$ cat src/design/xudr_pkg.sv
`timescale 1ns / 1ps
`default_nettype none

package xudr_pkg;

   localparam int WORD_W = 64;
   localparam int HALF_W = WORD_W / 2;
   localparam int FACE_W = 17;

   typedef logic [WORD_W-1:0] word_type;
   typedef logic [HALF_W-1:0] half_type;
   typedef logic [FACE_W-1:0] face_type;

   localparam word_type DEFAULT_SEED = 64'h0123456789ABCDEF;
   localparam word_type SM_GAMMA     = 64'h9E3779B97F4A7C15;
   localparam word_type SM_MUL1      = 64'hBF58476D1CE4E5B9;
   localparam word_type SM_MUL2      = 64'h94D049BB133111EB;

   localparam int SM_SHR0 = 30;
   localparam int SM_SHR1 = 27;
   localparam int SM_SHR2 = 31;

   localparam int ROT_A = 55;
   localparam int ROT_B = 36;
   localparam int SHL_B = 14;

   // remainder unit retires two dividend bits per cycle
   localparam int DIV_STEPS = WORD_W / 2;
   localparam int DIV_CNT_W = $clog2(DIV_STEPS);

   localparam logic OP_ROLL   = 1'b0;
   localparam logic OP_RESEED = 1'b1;

   typedef enum logic [2:0] {
      ST_IDLE,
      ST_SM_ADD,
      ST_SM_MUL1,
      ST_SM_MUL2,
      ST_ROLL_LIM,
      ST_ROLL_DRAW,
      ST_ROLL_MOD,
      ST_FINISH
   } state_type;

   typedef struct packed {
      logic     start;
      word_type dividend;
      face_type divisor;
   } div_req_type;

   typedef struct packed {
      logic     done;
      face_type remainder;
   } div_rsp_type;

   function automatic word_type rotl(word_type v, int n);
      rotl = (v << n) | (v >> (WORD_W - n));
   endfunction

   function automatic word_type xoro_next_low(word_type a, word_type b);
      word_type t;
      t = b ^ a;
      xoro_next_low = rotl(a, ROT_A) ^ t ^ (t << SHL_B);
   endfunction

   function automatic word_type xoro_next_high(word_type a, word_type b);
      word_type t;
      t = b ^ a;
      xoro_next_high = rotl(t, ROT_B);
   endfunction

endpackage

`default_nettype wire

$ cat src/design/xudr_req_if.sv
`timescale 1ns / 1ps
`default_nettype none

interface xudr_req_if;
   logic                     valid;
   logic                     ready;
   logic                     operation;
   xudr_pkg::word_type       seed_value;
   xudr_pkg::face_type       face_count;

   modport source (output valid, output operation, output seed_value, output face_count,
                   input ready);
   modport sink (input valid, input operation, input seed_value, input face_count,
                 output ready);
endinterface

`default_nettype wire

$ cat src/design/xudr_rsp_if.sv
`timescale 1ns / 1ps
`default_nettype none

interface xudr_rsp_if;
   logic                     valid;
   logic                     ready;
   xudr_pkg::face_type       face_value;

   modport source (output valid, output face_value, input ready);
   modport sink (input valid, input face_value, output ready);
endinterface

`default_nettype wire

$ cat src/design/xudr_mul.sv
`timescale 1ns / 1ps
`default_nettype none

// 32x32 multiplier with registered product
module xudr_mul (
   input  logic                clock,
   input  xudr_pkg::half_type  mul_a,
   input  xudr_pkg::half_type  mul_b,
   output xudr_pkg::word_type  product
);

   xudr_pkg::word_type prod_ff;
   xudr_pkg::word_type prod_in;

   always_comb begin
      prod_in = xudr_pkg::WORD_W'(mul_a) * xudr_pkg::WORD_W'(mul_b);
   end

   always_ff @(posedge clock) begin
      prod_ff <= prod_in;
   end

   assign product = prod_ff;

endmodule

`default_nettype wire

$ cat src/design/xudr_mod.sv
`timescale 1ns / 1ps
`default_nettype none

// radix-4 restoring remainder, 64-bit dividend by 17-bit divisor
module xudr_mod (
   input  logic                  clock,
   input  logic                  reset,
   input  xudr_pkg::div_req_type div_req,
   output xudr_pkg::div_rsp_type div_rsp
);

   localparam logic [xudr_pkg::DIV_CNT_W-1:0] CNT_LAST =
      xudr_pkg::DIV_CNT_W'(xudr_pkg::DIV_STEPS - 1);

   xudr_pkg::word_type dvd_ff, dvd_in;
   xudr_pkg::face_type dsr_ff, dsr_in;
   xudr_pkg::face_type rem_ff, rem_in;
   logic [xudr_pkg::DIV_CNT_W-1:0] cnt_ff, cnt_in;
   logic run_ff, run_in;
   logic done_ff, done_in;

   function automatic xudr_pkg::face_type rem_step(xudr_pkg::face_type r, logic b,
                                                   xudr_pkg::face_type d);
      logic [xudr_pkg::FACE_W:0] t;
      t = {r, b};
      if (t >= {1'b0, d}) begin
         rem_step = xudr_pkg::FACE_W'(t - {1'b0, d});
      end else begin
         rem_step = t[xudr_pkg::FACE_W-1:0];
      end
   endfunction

   always_comb begin
      xudr_pkg::face_type r1;
      dvd_in  = dvd_ff;
      dsr_in  = dsr_ff;
      rem_in  = rem_ff;
      cnt_in  = cnt_ff;
      run_in  = run_ff;
      done_in = 1'b0;
      r1      = rem_step(rem_ff, dvd_ff[xudr_pkg::WORD_W-1], dsr_ff);
      if (div_req.start) begin
         dvd_in = div_req.dividend;
         dsr_in = div_req.divisor;
         rem_in = '0;
         cnt_in = '0;
         run_in = 1'b1;
      end else if (run_ff) begin
         rem_in = rem_step(r1, dvd_ff[xudr_pkg::WORD_W-2], dsr_ff);
         dvd_in = dvd_ff << 2;
         cnt_in = cnt_ff + 1'b1;
         if (cnt_ff == CNT_LAST) begin
            run_in  = 1'b0;
            done_in = 1'b1;
         end
      end
   end

   always_ff @(posedge clock) begin
      if (reset) begin
         run_ff  <= 1'b0;
         done_ff <= 1'b0;
      end else begin
         run_ff  <= run_in;
         done_ff <= done_in;
      end
   end

   always_ff @(posedge clock) begin
      dvd_ff <= dvd_in;
      dsr_ff <= dsr_in;
      rem_ff <= rem_in;
      cnt_ff <= cnt_in;
   end

   assign div_rsp.done      = done_ff;
   assign div_rsp.remainder = rem_ff;

endmodule

`default_nettype wire

$ cat src/design/xoroshiro_unbiased_die_roller.sv
`timescale 1ns / 1ps
`default_nettype none
// roll: the time from acceptance to result is set by two passes of the radix-4 remainder unit,
//   a limit pass and a modulo pass, and grows with each rejected draw
// reseed: two splitmix64 rounds, each an add state and the SM_MUL1 and SM_MUL2 states on a 32x32 multiplier
// counts of zero and one: result goes through the finish state to the response register; one transaction at a time
// reset (synchronous, active high) starts a seeding run from the default seed,
//   during which req ready stays low and no response is produced
module xoroshiro_unbiased_die_roller (
   input logic        clock,
   input logic        reset,
   xudr_req_if.sink   req_chan,
   xudr_rsp_if.source rsp_chan
);

   localparam logic [1:0] PHASE_LAST = 2'd3;

   xudr_pkg::state_type state_ff, state_in;

   // generator state and splitmix working registers
   xudr_pkg::word_type s0_ff, s0_in;
   xudr_pkg::word_type s1_ff, s1_in;
   xudr_pkg::word_type acc_ff, acc_in;     // splitmix counter
   xudr_pkg::word_type opnd_ff, opnd_in;   // multiplicand of the current mix step
   xudr_pkg::word_type sum_ff, sum_in;     // partial product sum
   logic [1:0]         phase_ff, phase_in;
   logic               draw_ff, draw_in;   // second splitmix output in progress
   logic               init_ff, init_in;   // seeding run after reset, no response

   // roll registers
   xudr_pkg::face_type faces_ff, faces_in;
   xudr_pkg::word_type limit_ff, limit_in;
   xudr_pkg::face_type res_ff, res_in;

   // response register
   logic               out_valid_ff, out_valid_in;
   xudr_pkg::face_type out_data_ff, out_data_in;

   logic               accept;
   logic               out_free;
   xudr_pkg::word_type draw_sum;
   logic               draw_ok;
   xudr_pkg::word_type mix_final;
   xudr_pkg::word_type mul_const;
   xudr_pkg::half_type mul_a, mul_b;
   xudr_pkg::word_type mul_prod;

   xudr_pkg::div_req_type div_req;
   xudr_pkg::div_rsp_type div_rsp;

   xudr_mul u_mul (
      .clock   (clock),
      .mul_a   (mul_a),
      .mul_b   (mul_b),
      .product (mul_prod)
   );

   xudr_mod u_mod (
      .clock   (clock),
      .reset   (reset),
      .div_req (div_req),
      .div_rsp (div_rsp)
   );

   assign accept   = req_chan.valid && (state_ff == xudr_pkg::ST_IDLE);
   assign out_free = !out_valid_ff || rsp_chan.ready;

   // xoroshiro128+ output and the rejection test share this cycle
   assign draw_sum = s0_ff + s1_ff;
   assign draw_ok  = draw_sum < limit_ff;

   // 64x64 low product from three 32x32 partials: lo*lo, lo*hi, hi*lo
   assign mix_final = sum_ff + {mul_prod[xudr_pkg::HALF_W-1:0], xudr_pkg::half_type'(0)};
   assign mul_const = (state_ff == xudr_pkg::ST_SM_MUL2) ? xudr_pkg::SM_MUL2
                                                         : xudr_pkg::SM_MUL1;
   assign mul_a = phase_ff[1] ? opnd_ff[xudr_pkg::WORD_W-1:xudr_pkg::HALF_W]
                              : opnd_ff[xudr_pkg::HALF_W-1:0];
   assign mul_b = (phase_ff == 2'd1) ? mul_const[xudr_pkg::WORD_W-1:xudr_pkg::HALF_W]
                                     : mul_const[xudr_pkg::HALF_W-1:0];

   // next state
   always_comb begin
      state_in = state_ff;
      unique case (state_ff)
         xudr_pkg::ST_IDLE: begin
            if (accept) begin
               if (req_chan.operation == xudr_pkg::OP_RESEED) begin
                  state_in = xudr_pkg::ST_SM_ADD;
               end else if (req_chan.face_count <= xudr_pkg::face_type'(1)) begin
                  state_in = xudr_pkg::ST_FINISH;
               end else begin
                  state_in = xudr_pkg::ST_ROLL_LIM;
               end
            end
         end
         xudr_pkg::ST_SM_ADD: begin
            state_in = xudr_pkg::ST_SM_MUL1;
         end
         xudr_pkg::ST_SM_MUL1: begin
            if (phase_ff == PHASE_LAST) begin
               state_in = xudr_pkg::ST_SM_MUL2;
            end
         end
         xudr_pkg::ST_SM_MUL2: begin
            if (phase_ff == PHASE_LAST) begin
               if (!draw_ff) begin
                  state_in = xudr_pkg::ST_SM_ADD;
               end else if (init_ff) begin
                  state_in = xudr_pkg::ST_IDLE;
               end else begin
                  state_in = xudr_pkg::ST_FINISH;
               end
            end
         end
         xudr_pkg::ST_ROLL_LIM: begin
            if (div_rsp.done) begin
               state_in = xudr_pkg::ST_ROLL_DRAW;
            end
         end
         xudr_pkg::ST_ROLL_DRAW: begin
            if (draw_ok) begin
               state_in = xudr_pkg::ST_ROLL_MOD;
            end
         end
         xudr_pkg::ST_ROLL_MOD: begin
            if (div_rsp.done) begin
               state_in = xudr_pkg::ST_FINISH;
            end
         end
         xudr_pkg::ST_FINISH: begin
            if (out_free) begin
               state_in = xudr_pkg::ST_IDLE;
            end
         end
         default: begin
            state_in = xudr_pkg::ST_IDLE;
         end
      endcase
   end

   // datapath and handshake outputs
   always_comb begin
      xudr_pkg::word_type acc_sum;
      xudr_pkg::word_type sm_out;
      s0_in        = s0_ff;
      s1_in        = s1_ff;
      acc_in       = acc_ff;
      opnd_in      = opnd_ff;
      sum_in       = sum_ff;
      phase_in     = phase_ff;
      draw_in      = draw_ff;
      init_in      = init_ff;
      faces_in     = faces_ff;
      limit_in     = limit_ff;
      res_in       = res_ff;
      out_valid_in = out_valid_ff && !rsp_chan.ready;
      out_data_in  = out_data_ff;
      acc_sum      = acc_ff + xudr_pkg::SM_GAMMA;
      sm_out       = mix_final ^ (mix_final >> xudr_pkg::SM_SHR2);

      div_req.start    = 1'b0;
      div_req.dividend = draw_sum;
      div_req.divisor  = faces_ff;

      unique case (state_ff)
         xudr_pkg::ST_IDLE: begin
            // limit pass starts right at acceptance: remainder of all ones
            div_req.dividend = '1;
            div_req.divisor  = req_chan.face_count;
            if (accept) begin
               if (req_chan.operation == xudr_pkg::OP_RESEED) begin
                  acc_in  = (req_chan.seed_value != '0) ? req_chan.seed_value
                                                        : xudr_pkg::DEFAULT_SEED;
                  draw_in = 1'b0;
                  res_in  = '0;
               end else begin
                  faces_in = req_chan.face_count;
                  // zero and one faces answer with the count itself
                  res_in   = req_chan.face_count;
                  div_req.start = (req_chan.face_count > xudr_pkg::face_type'(1));
               end
            end
         end
         xudr_pkg::ST_SM_ADD: begin
            acc_in   = acc_sum;
            opnd_in  = acc_sum ^ (acc_sum >> xudr_pkg::SM_SHR0);
            phase_in = '0;
         end
         xudr_pkg::ST_SM_MUL1, xudr_pkg::ST_SM_MUL2: begin
            phase_in = phase_ff + 1'b1;
            if (phase_ff == 2'd1) begin
               sum_in = mul_prod;
            end else if (phase_ff == 2'd2) begin
               sum_in = mix_final;
            end
            if (phase_ff == PHASE_LAST) begin
               if (state_ff == xudr_pkg::ST_SM_MUL1) begin
                  opnd_in = mix_final ^ (mix_final >> xudr_pkg::SM_SHR1);
               end else if (!draw_ff) begin
                  s0_in   = sm_out;
                  draw_in = 1'b1;
               end else begin
                  // an all-zero state would lock the generator
                  s1_in   = ((s0_ff == '0) && (sm_out == '0)) ? xudr_pkg::word_type'(1)
                                                              : sm_out;
                  draw_in = 1'b0;
                  init_in = 1'b0;
               end
            end
         end
         xudr_pkg::ST_ROLL_LIM: begin
            if (div_rsp.done) begin
               limit_in = '1 - xudr_pkg::WORD_W'(div_rsp.remainder);
            end
         end
         xudr_pkg::ST_ROLL_DRAW: begin
            s0_in = xudr_pkg::xoro_next_low(s0_ff, s1_ff);
            s1_in = xudr_pkg::xoro_next_high(s0_ff, s1_ff);
            div_req.start = draw_ok;
         end
         xudr_pkg::ST_ROLL_MOD: begin
            if (div_rsp.done) begin
               res_in = div_rsp.remainder + 1'b1;
            end
         end
         xudr_pkg::ST_FINISH: begin
            if (out_free) begin
               out_valid_in = 1'b1;
               out_data_in  = res_ff;
            end
         end
         default: begin
         end
      endcase
   end

   always_ff @(posedge clock) begin
      if (reset) begin
         // reset seeds from the default seed through the normal splitmix path
         state_ff     <= xudr_pkg::ST_SM_ADD;
         acc_ff       <= xudr_pkg::DEFAULT_SEED;
         draw_ff      <= 1'b0;
         init_ff      <= 1'b1;
         out_valid_ff <= 1'b0;
      end else begin
         state_ff     <= state_in;
         acc_ff       <= acc_in;
         draw_ff      <= draw_in;
         init_ff      <= init_in;
         out_valid_ff <= out_valid_in;
      end
   end

   always_ff @(posedge clock) begin
      s0_ff       <= s0_in;
      s1_ff       <= s1_in;
      opnd_ff     <= opnd_in;
      sum_ff      <= sum_in;
      phase_ff    <= phase_in;
      faces_ff    <= faces_in;
      limit_ff    <= limit_in;
      res_ff      <= res_in;
      out_data_ff <= out_data_in;
   end

   assign req_chan.ready      = (state_ff == xudr_pkg::ST_IDLE);
   assign rsp_chan.valid      = out_valid_ff;
   assign rsp_chan.face_value = out_data_ff;

endmodule

`default_nettype wire

$ cat src/flat_wrapper.sv
// flat-port wrapper written by rule: the top's interface ports become plain ports
module xoroshiro_unbiased_die_roller_flat 
  (clock, reset, req_chan_valid, req_chan_operation, req_chan_seed_value, req_chan_face_count, req_chan_ready, rsp_chan_valid, rsp_chan_face_value, rsp_chan_ready);
  xudr_req_if req_chan_i ();
  xudr_rsp_if rsp_chan_i ();
  input logic clock;
  input logic reset;
  input wire logic [$bits(req_chan_i.valid)-1:0] req_chan_valid;
  input wire logic [$bits(req_chan_i.operation)-1:0] req_chan_operation;
  input wire logic [$bits(req_chan_i.seed_value)-1:0] req_chan_seed_value;
  input wire logic [$bits(req_chan_i.face_count)-1:0] req_chan_face_count;
  output wire logic [$bits(req_chan_i.ready)-1:0] req_chan_ready;
  output wire logic [$bits(rsp_chan_i.valid)-1:0] rsp_chan_valid;
  output wire logic [$bits(rsp_chan_i.face_value)-1:0] rsp_chan_face_value;
  input wire logic [$bits(rsp_chan_i.ready)-1:0] rsp_chan_ready;
  assign req_chan_i.valid = req_chan_valid;
  assign req_chan_i.operation = req_chan_operation;
  assign req_chan_i.seed_value = req_chan_seed_value;
  assign req_chan_i.face_count = req_chan_face_count;
  assign req_chan_ready = req_chan_i.ready;
  assign rsp_chan_valid = rsp_chan_i.valid;
  assign rsp_chan_face_value = rsp_chan_i.face_value;
  assign rsp_chan_i.ready = rsp_chan_ready;
  xoroshiro_unbiased_die_roller u_core (.clock(clock), .reset(reset), .req_chan(req_chan_i), .rsp_chan(rsp_chan_i));
endmodule
$ cat config.mk
export PLATFORM = sky130hd
export DESIGN_NAME = xoroshiro_unbiased_die_roller_flat
export DESIGN_NICKNAME = d
export VERILOG_FILES = /design/src/design/xudr_pkg.sv /design/src/design/xudr_req_if.sv /design/src/design/xudr_rsp_if.sv /design/src/design/xudr_mul.sv /design/src/design/xudr_mod.sv /design/src/design/xoroshiro_unbiased_die_roller.sv /design/src/flat_wrapper.sv
export SDC_FILE = /design/constraint.sdc
export NUM_CORES = 2
export LEC_CHECK = 0
export BUFFER_PORTS_ARGS = -buffer_cell sky130_fd_sc_hd__buf_2
export CORE_AREA = 10 10 385 387
export DETAILED_ROUTE_END_ITERATION = 8
export DIE_AREA = 0 0 395 397
export REMOVE_ABC_BUFFERS = 1
export SKIP_LAST_GASP = 1
export SYNTH_ARGS = -nofsm -noshare
export SYNTH_HDL_FRONTEND = slang
export SYNTH_SLANG_ARGS = --single-unit
$ cat constraint.sdc
create_clock -name clock -period 9.4 [get_ports clock]
set_input_delay 0.47 -clock clock [delete_from_list [all_inputs] [get_ports clock]]
set_output_delay 0.47 -clock clock [all_outputs]
set_load 0.05 [all_outputs]
Word level (Yosys, flattened, before mapping) --
Index checks and enable logic that the tools add are counted.
Storage, ports and cells: flip-flop bits (word level) 612, latch bits 0, memory bits (writable) 0, ROM bits 0, bits of input ports 86, output and inout port bits 19, word-level logic and storage cells 160, memories 0
Operators by class: add/subtract/negate cells 9, multipliers 1, div/mod/pow operators 0, order comparisons 5, eq/ne operators 24, shift-type cells 0, multiplexer cells 58, bitwise logic cells 11, reduce and logical (&&, ||, !) cells 31
Operator list (count):
- $mux W64 | 16
- $pmux W64 S2 | 4
- $xor A64 B64 Y64 | 3
- $add A64 B64 Y64 | 2
- $logic_not A64 Y1 | 2
- $mux W17 | 5
- $mux W81 | 1
- $add A64 B64 Y64 const B | 1
- $lt A64 B64 Y1 | 1
- $mul A32 B32 Y64 | 1
- $mux W32 | 2
- $or A64 B36 Y64 | 1
- $or A64 B55 Y64 | 1
- $reduce_bool A64 Y1 | 1
- $xor A64 B33 Y64 | 1
- $xor A64 B34 Y64 | 1
- $xor A64 B37 Y64 | 1
- $mux W62 | 1
- $ge A18 B17 Y1 | 2
- $pmux W17 S2 | 1
- $sub A17 B17 Y17 | 2
- $mux W3 | 10
- $pmux W3 S8 | 1
- $sub A1 B18 Y19 const A | 1
- 30 further kinds | 77

Depth between registers and ports, before layout --
depth in word-level cells 9, mapped depth 41, mapped depth without buffers 36

Hierarchy --
From an unflattened synthesis, not the netlist that was laid out.
Unflattened totals: cell total of the unflattened synthesis 7482, area total of the unflattened synthesis 68708.4 sq um
Modules (own cells, without submodules):
- xudr_mul | times used 1, cells an instance 3811, area an instance 34754.6 sq um, seq. area each 1281.2 sq um
- xoroshiro_unbiased_die_roller | times used 1, cells an instance 3147, area an instance 27921.8 sq um, seq. area each 11190.7 sq um
- xudr_mod | times used 1, cells an instance 524, area an instance 6032.0 sq um, seq. area each 2912.8 sq um

Least setup slack after synthesis --
Ideal clock, no wire load.
kind flip-flop to flip-flop, from register u_core.phase_ff[1], to register u_core.u_mul.prod_ff[57] (netlist: u_core.u_mul.product[57]), library setup time 0.141 ns, arrival time 10.206 ns, required time 9.259 ns, slack -0.948 ns, cell stages (with the launch flop) 37, buffers on the path 8, period minus slack after synthesis 10.348 ns, cell sequence edfxtp_1 > clkbuf_1 > clkbuf_1 > clkbuf_1 > inv_1 > ha_1 > clkbuf_1 > inv_2 > buf_1 > clkbuf_1 > ha_1 > clkbuf_1 > clkbuf_1 > nor2_1 > fa_1 > fa_1 > fa_1 > inv_1 > fa_1 > inv_1 > fa_1 > inv_1 > fa_1 > inv_1 > fa_1 > fa_1 > ha_1 > and3_1 > o211ai_1 > nor2_1 > a21oi_1 > o41ai_1 > a311oi_1 > o31ai_1 > nand2_1 > a21oi_1 > o311ai_0
On the way: word-level cells in the longest chain between the ends 3, elaborated cells on any way between the ends 4, those cells by class 1 x mul; 1 x eq/ne; 2 x mux
RTL lines:
- start, declared | RTL line xoroshiro_unbiased_die_roller.sv:26 | logic [1:0] phase_ff, phase_in;
- start signal, assigned | RTL line xoroshiro_unbiased_die_roller.sv:259 | phase_ff <= phase_in;
- $eq A2 B1 Y1 | RTL line xoroshiro_unbiased_die_roller.sv:78 | assign mul_b = (phase_ff == 2'd1) ? mul_const[xudr_pkg::WORD_W-1:xudr_pkg::HALF_W]
- $mux W32 | RTL line xoroshiro_unbiased_die_roller.sv:78
- $mul A32 B32 Y64 (*) | RTL line xudr_mul.sv:16 | prod_in = xudr_pkg::WORD_W'(mul_a) * xudr_pkg::WORD_W'(mul_b);
- net u_core.u_mul.prod_in[57] | RTL line xudr_mul.sv:13 | xudr_pkg::word_type prod_in;
- end signal, assigned | RTL line xudr_mul.sv:20 | prod_ff <= prod_in;
- end, declared | RTL line xudr_mul.sv:12 | xudr_pkg::word_type prod_ff;
Mark *: on every way through the listed nets, which the timed path passes. The rest lies on a longest branch. A chain may end at the register's enable or synchronous reset.

Worst setup path after layout --
from register u_core.phase_ff[1], to register u_core.u_mul.prod_ff[60] (netlist: u_core.u_mul.product[60])
The elaborated chain is that of the path after synthesis.

==> metrics.yaml <==
status: "completed"
synth_seq_cells: 565
crit_slowest_cell: "fa_1"
dieWidth_um: 395
synth_simple_gate_area_share_pct: 12.9
grt_first_pass_wirelength_mm: 345
async_flop_share_pct: 0
whs_endpoint: "u_core.faces_ff[11]"
nNetsFinal: 8295
hpwl_mm: 194
wire_per_inst_um: 26.6
clock_skew_ns: 0.0537
drt_iter0_drc: 5163
rrSetupSlack_ns: 0.32
clkSinkCount: 565
gr-usage-all-layers_pct: 29.4
synthXorXnorAreaFrac_pct: 6.72
rows: 138
tightestPinTransition_ns: 1.21
tns_ns: 0
slew_violations: 0
start_util_pct: 45.6
cap_violations: 0
synthMuxAreaShare_pct: 2.01
ys_seq_area_share_pct: 24.0
synth-edff-count: 407
grt_pass1_vias: 52300
cp_slowest_stage_delay_ns: 0.56
rsz0062_at_grt: "true"
drive_gt1_share_pct: 8.73
die_area_sq_mm: 0.157
hold_viol_final: 0
root_buffer: "clkbuf_16"
gr-total-overflow: 0
synthFlopType: "edfxtp_1"
worst_slew_margin_rel_pct: 19.5
die_h_um: 397
antenna_found_initial: 0
cts.reportedPaths.clkPinSlew_ns: 0.06
drc_errors: 0
syn_area_per_cell_sq_um: 9.50
cts_max_path_buffers: 3
max_freq_mhz: 110
synth.cell_area_sq_mm: 0.0641
ctsHtreeMaxLevel: 3
synth_top_family_by_area: "adder cells"
viasPerCell: 5.78
path_max_fanout: 13
worstSkewPairLatency_ns: 0.64
synth_fa_ha_area_share_pct: 35.1
r2r_end: "u_core.u_mul.product[60]"
ioPinCount: 105
mostFrequentLayoutCell: "inv_1"
synth_compound_area_share_pct: 11.4
start_kind: "register"
min_period_ns: 9.08
synth_cell_type_count: 95
grt_max_degree: 83
min_path_cells: 1
num_vias: 51100
placed_area_sq_mm: 0.0680
fin_area_sq_mm: 0.0703
crit_top_cell: "fa_1"
area_delta_synth_final_pct: 9.66
portBuffers: 104
rr_worst_depth: 30
core_region_area_sq_mm: 0.141
cts_buffers: 67
min_period_over_period_pct: 96.6
gp_congestion: 1.05
crit_path_end_kind: "register"
synthesis.instances: 6748
cts_tree: "built"
drt-total-wl_mm: 236
first_pass_iters: 6
final_cell_mix: "inv_1 (1,005), fa_1 (810), nor2_1 (628)"
post-cts-setup-buffers: 0
holdCritStartpoint: "req_chan_face_count[11]"
setup-violations-final: 0
hold_class: "in -> reg"
path_class: "reg -> reg"
critical_path_required_ns: 9.91
rr_startpoint: "u_core.phase_ff[1]"
timing.hold.ws_ns: 0.0740
cp_data_arrival_time_ns: 9.59
antenna_left: 0
synth_warnings: 0
[registers in the layout, indices dropped and copies added (netlist names), 64 cells and up]
register / cells
u_core.s0_ff: 64
u_core.opnd_ff: 64
u_core.u_mod.dvd_ff: 64
u_core.s1_ff: 64
u_core.u_mul.product: 64
u_core.acc_ff: 64
u_core.sum_ff: 64
[worst max-delay path, delay by kind of cell, from the launching register on]
family	cells	cell delay, ns
compound gates	7	1.58
xor+xnor	1	0.13
flops	1	0.42
buf+inv	8	1.39
fa+ha+maj	9	4.03
mux	1	0.41
simple gates	4	0.96
[area by class of cell]
type,count,area (sq um)
antenna,1,2.50
clock buffer,91,1880
clock inverter,33,378
fill,13300,70300
inverter,1015,3810
multi-input combinational,4879,43800
sequential,565,15400
tap,1890,2360
timing repair buffer,369,2630
[synthesized netlist by cell type (33+ instances only)]
master	instances	area share, %
nor4_1	65	0.63
inv_1	1006	5.9
xor2_1	172	2.4
a21oi_1	401	3.1
nor3_1	75	0.59
edfxtp_1	407	19
xnor2_1	320	4.4
dfxtp_1	158	4.9
and2_1	112	1.1
nor2b_1	35	0.34
nand2_1	524	3.1
a21o_1	117	1.4
mux2i_1	91	1.4
o21ai_0	258	2.0
o21a_1	38	0.45
a31oi_1	33	0.32
nand3_1	71	0.55
ha_1	502	9.8
fa_1	810	25
nand2b_1	84	0.82
nand4_1	64	0.62
clkbuf_1	216	1.3
a211oi_1	50	0.59
nor2_1	640	3.7
[per-stage QoR]
stage          instances  util (%)  setup slack [ns]
2_1_floorplan       6459         -             -2.41
3_3_place_gp        8718      48.4             0.314
3_5_place_dp        8718      48.4             0.229
4_1_cts             8842      50.0             0.178
5_1_grt             8842      50.0           -0.0728
6_report            8843      50.0             0.318
[how the worst max path moves through the flow]
stage / startpoint / slack [ns] / cells after the start / to
finish: u_core.phase_ff[1] / 0.32 / 30 / u_core.u_mul.product[60]
global route: u_core.phase_ff[1] / -0.07 / 35 / u_core.u_mul.product[60]
floorplan: u_core.state_ff[1] / -2.41 / 30 / u_core.u_mul.product[57]
CTS: u_core.phase_ff[1] / 0.18 / 34 / u_core.u_mul.product[60]
global placement: u_core.phase_ff[1] / 0.31 / 34 / u_core.u_mul.product[60]
detailed placement: u_core.phase_ff[1] / 0.23 / 34 / u_core.u_mul.product[60]
[kinds of logic (layout without fill, tap and decap cells)]
group | after synthesis | count (layout)
xor+xnor | 492 | 492
fa+ha+maj | 1312 | 1312
buf+inv | 1304 | 1508
compound gates | 1152 | 1152
simple gates | 1799 | 1799
other cells | 0 | 1
mux | 124 | 124
flops | 565 | 565
[repair_timing]
action / in CTS / in global routing
hold buffers: 0 / 0
setup endpoints to repair: 0 / 12
resized for setup: 0 / 15
[metal layers]
layer / vias to the layer above / global-route usage, % / wire (um)
met5: - / 0 / 0
met4: 0 / 15.9 / 14900
met1: 25500 / 36.9 / 91000
met2: 2433 / 49.2 / 113000
li1: 22600 / - / -
met3: 573 / 3.72 / 17000
Power is not shown: default switching activity piles up to over one toggle a cycle in this logic, so the estimate is an artifact.
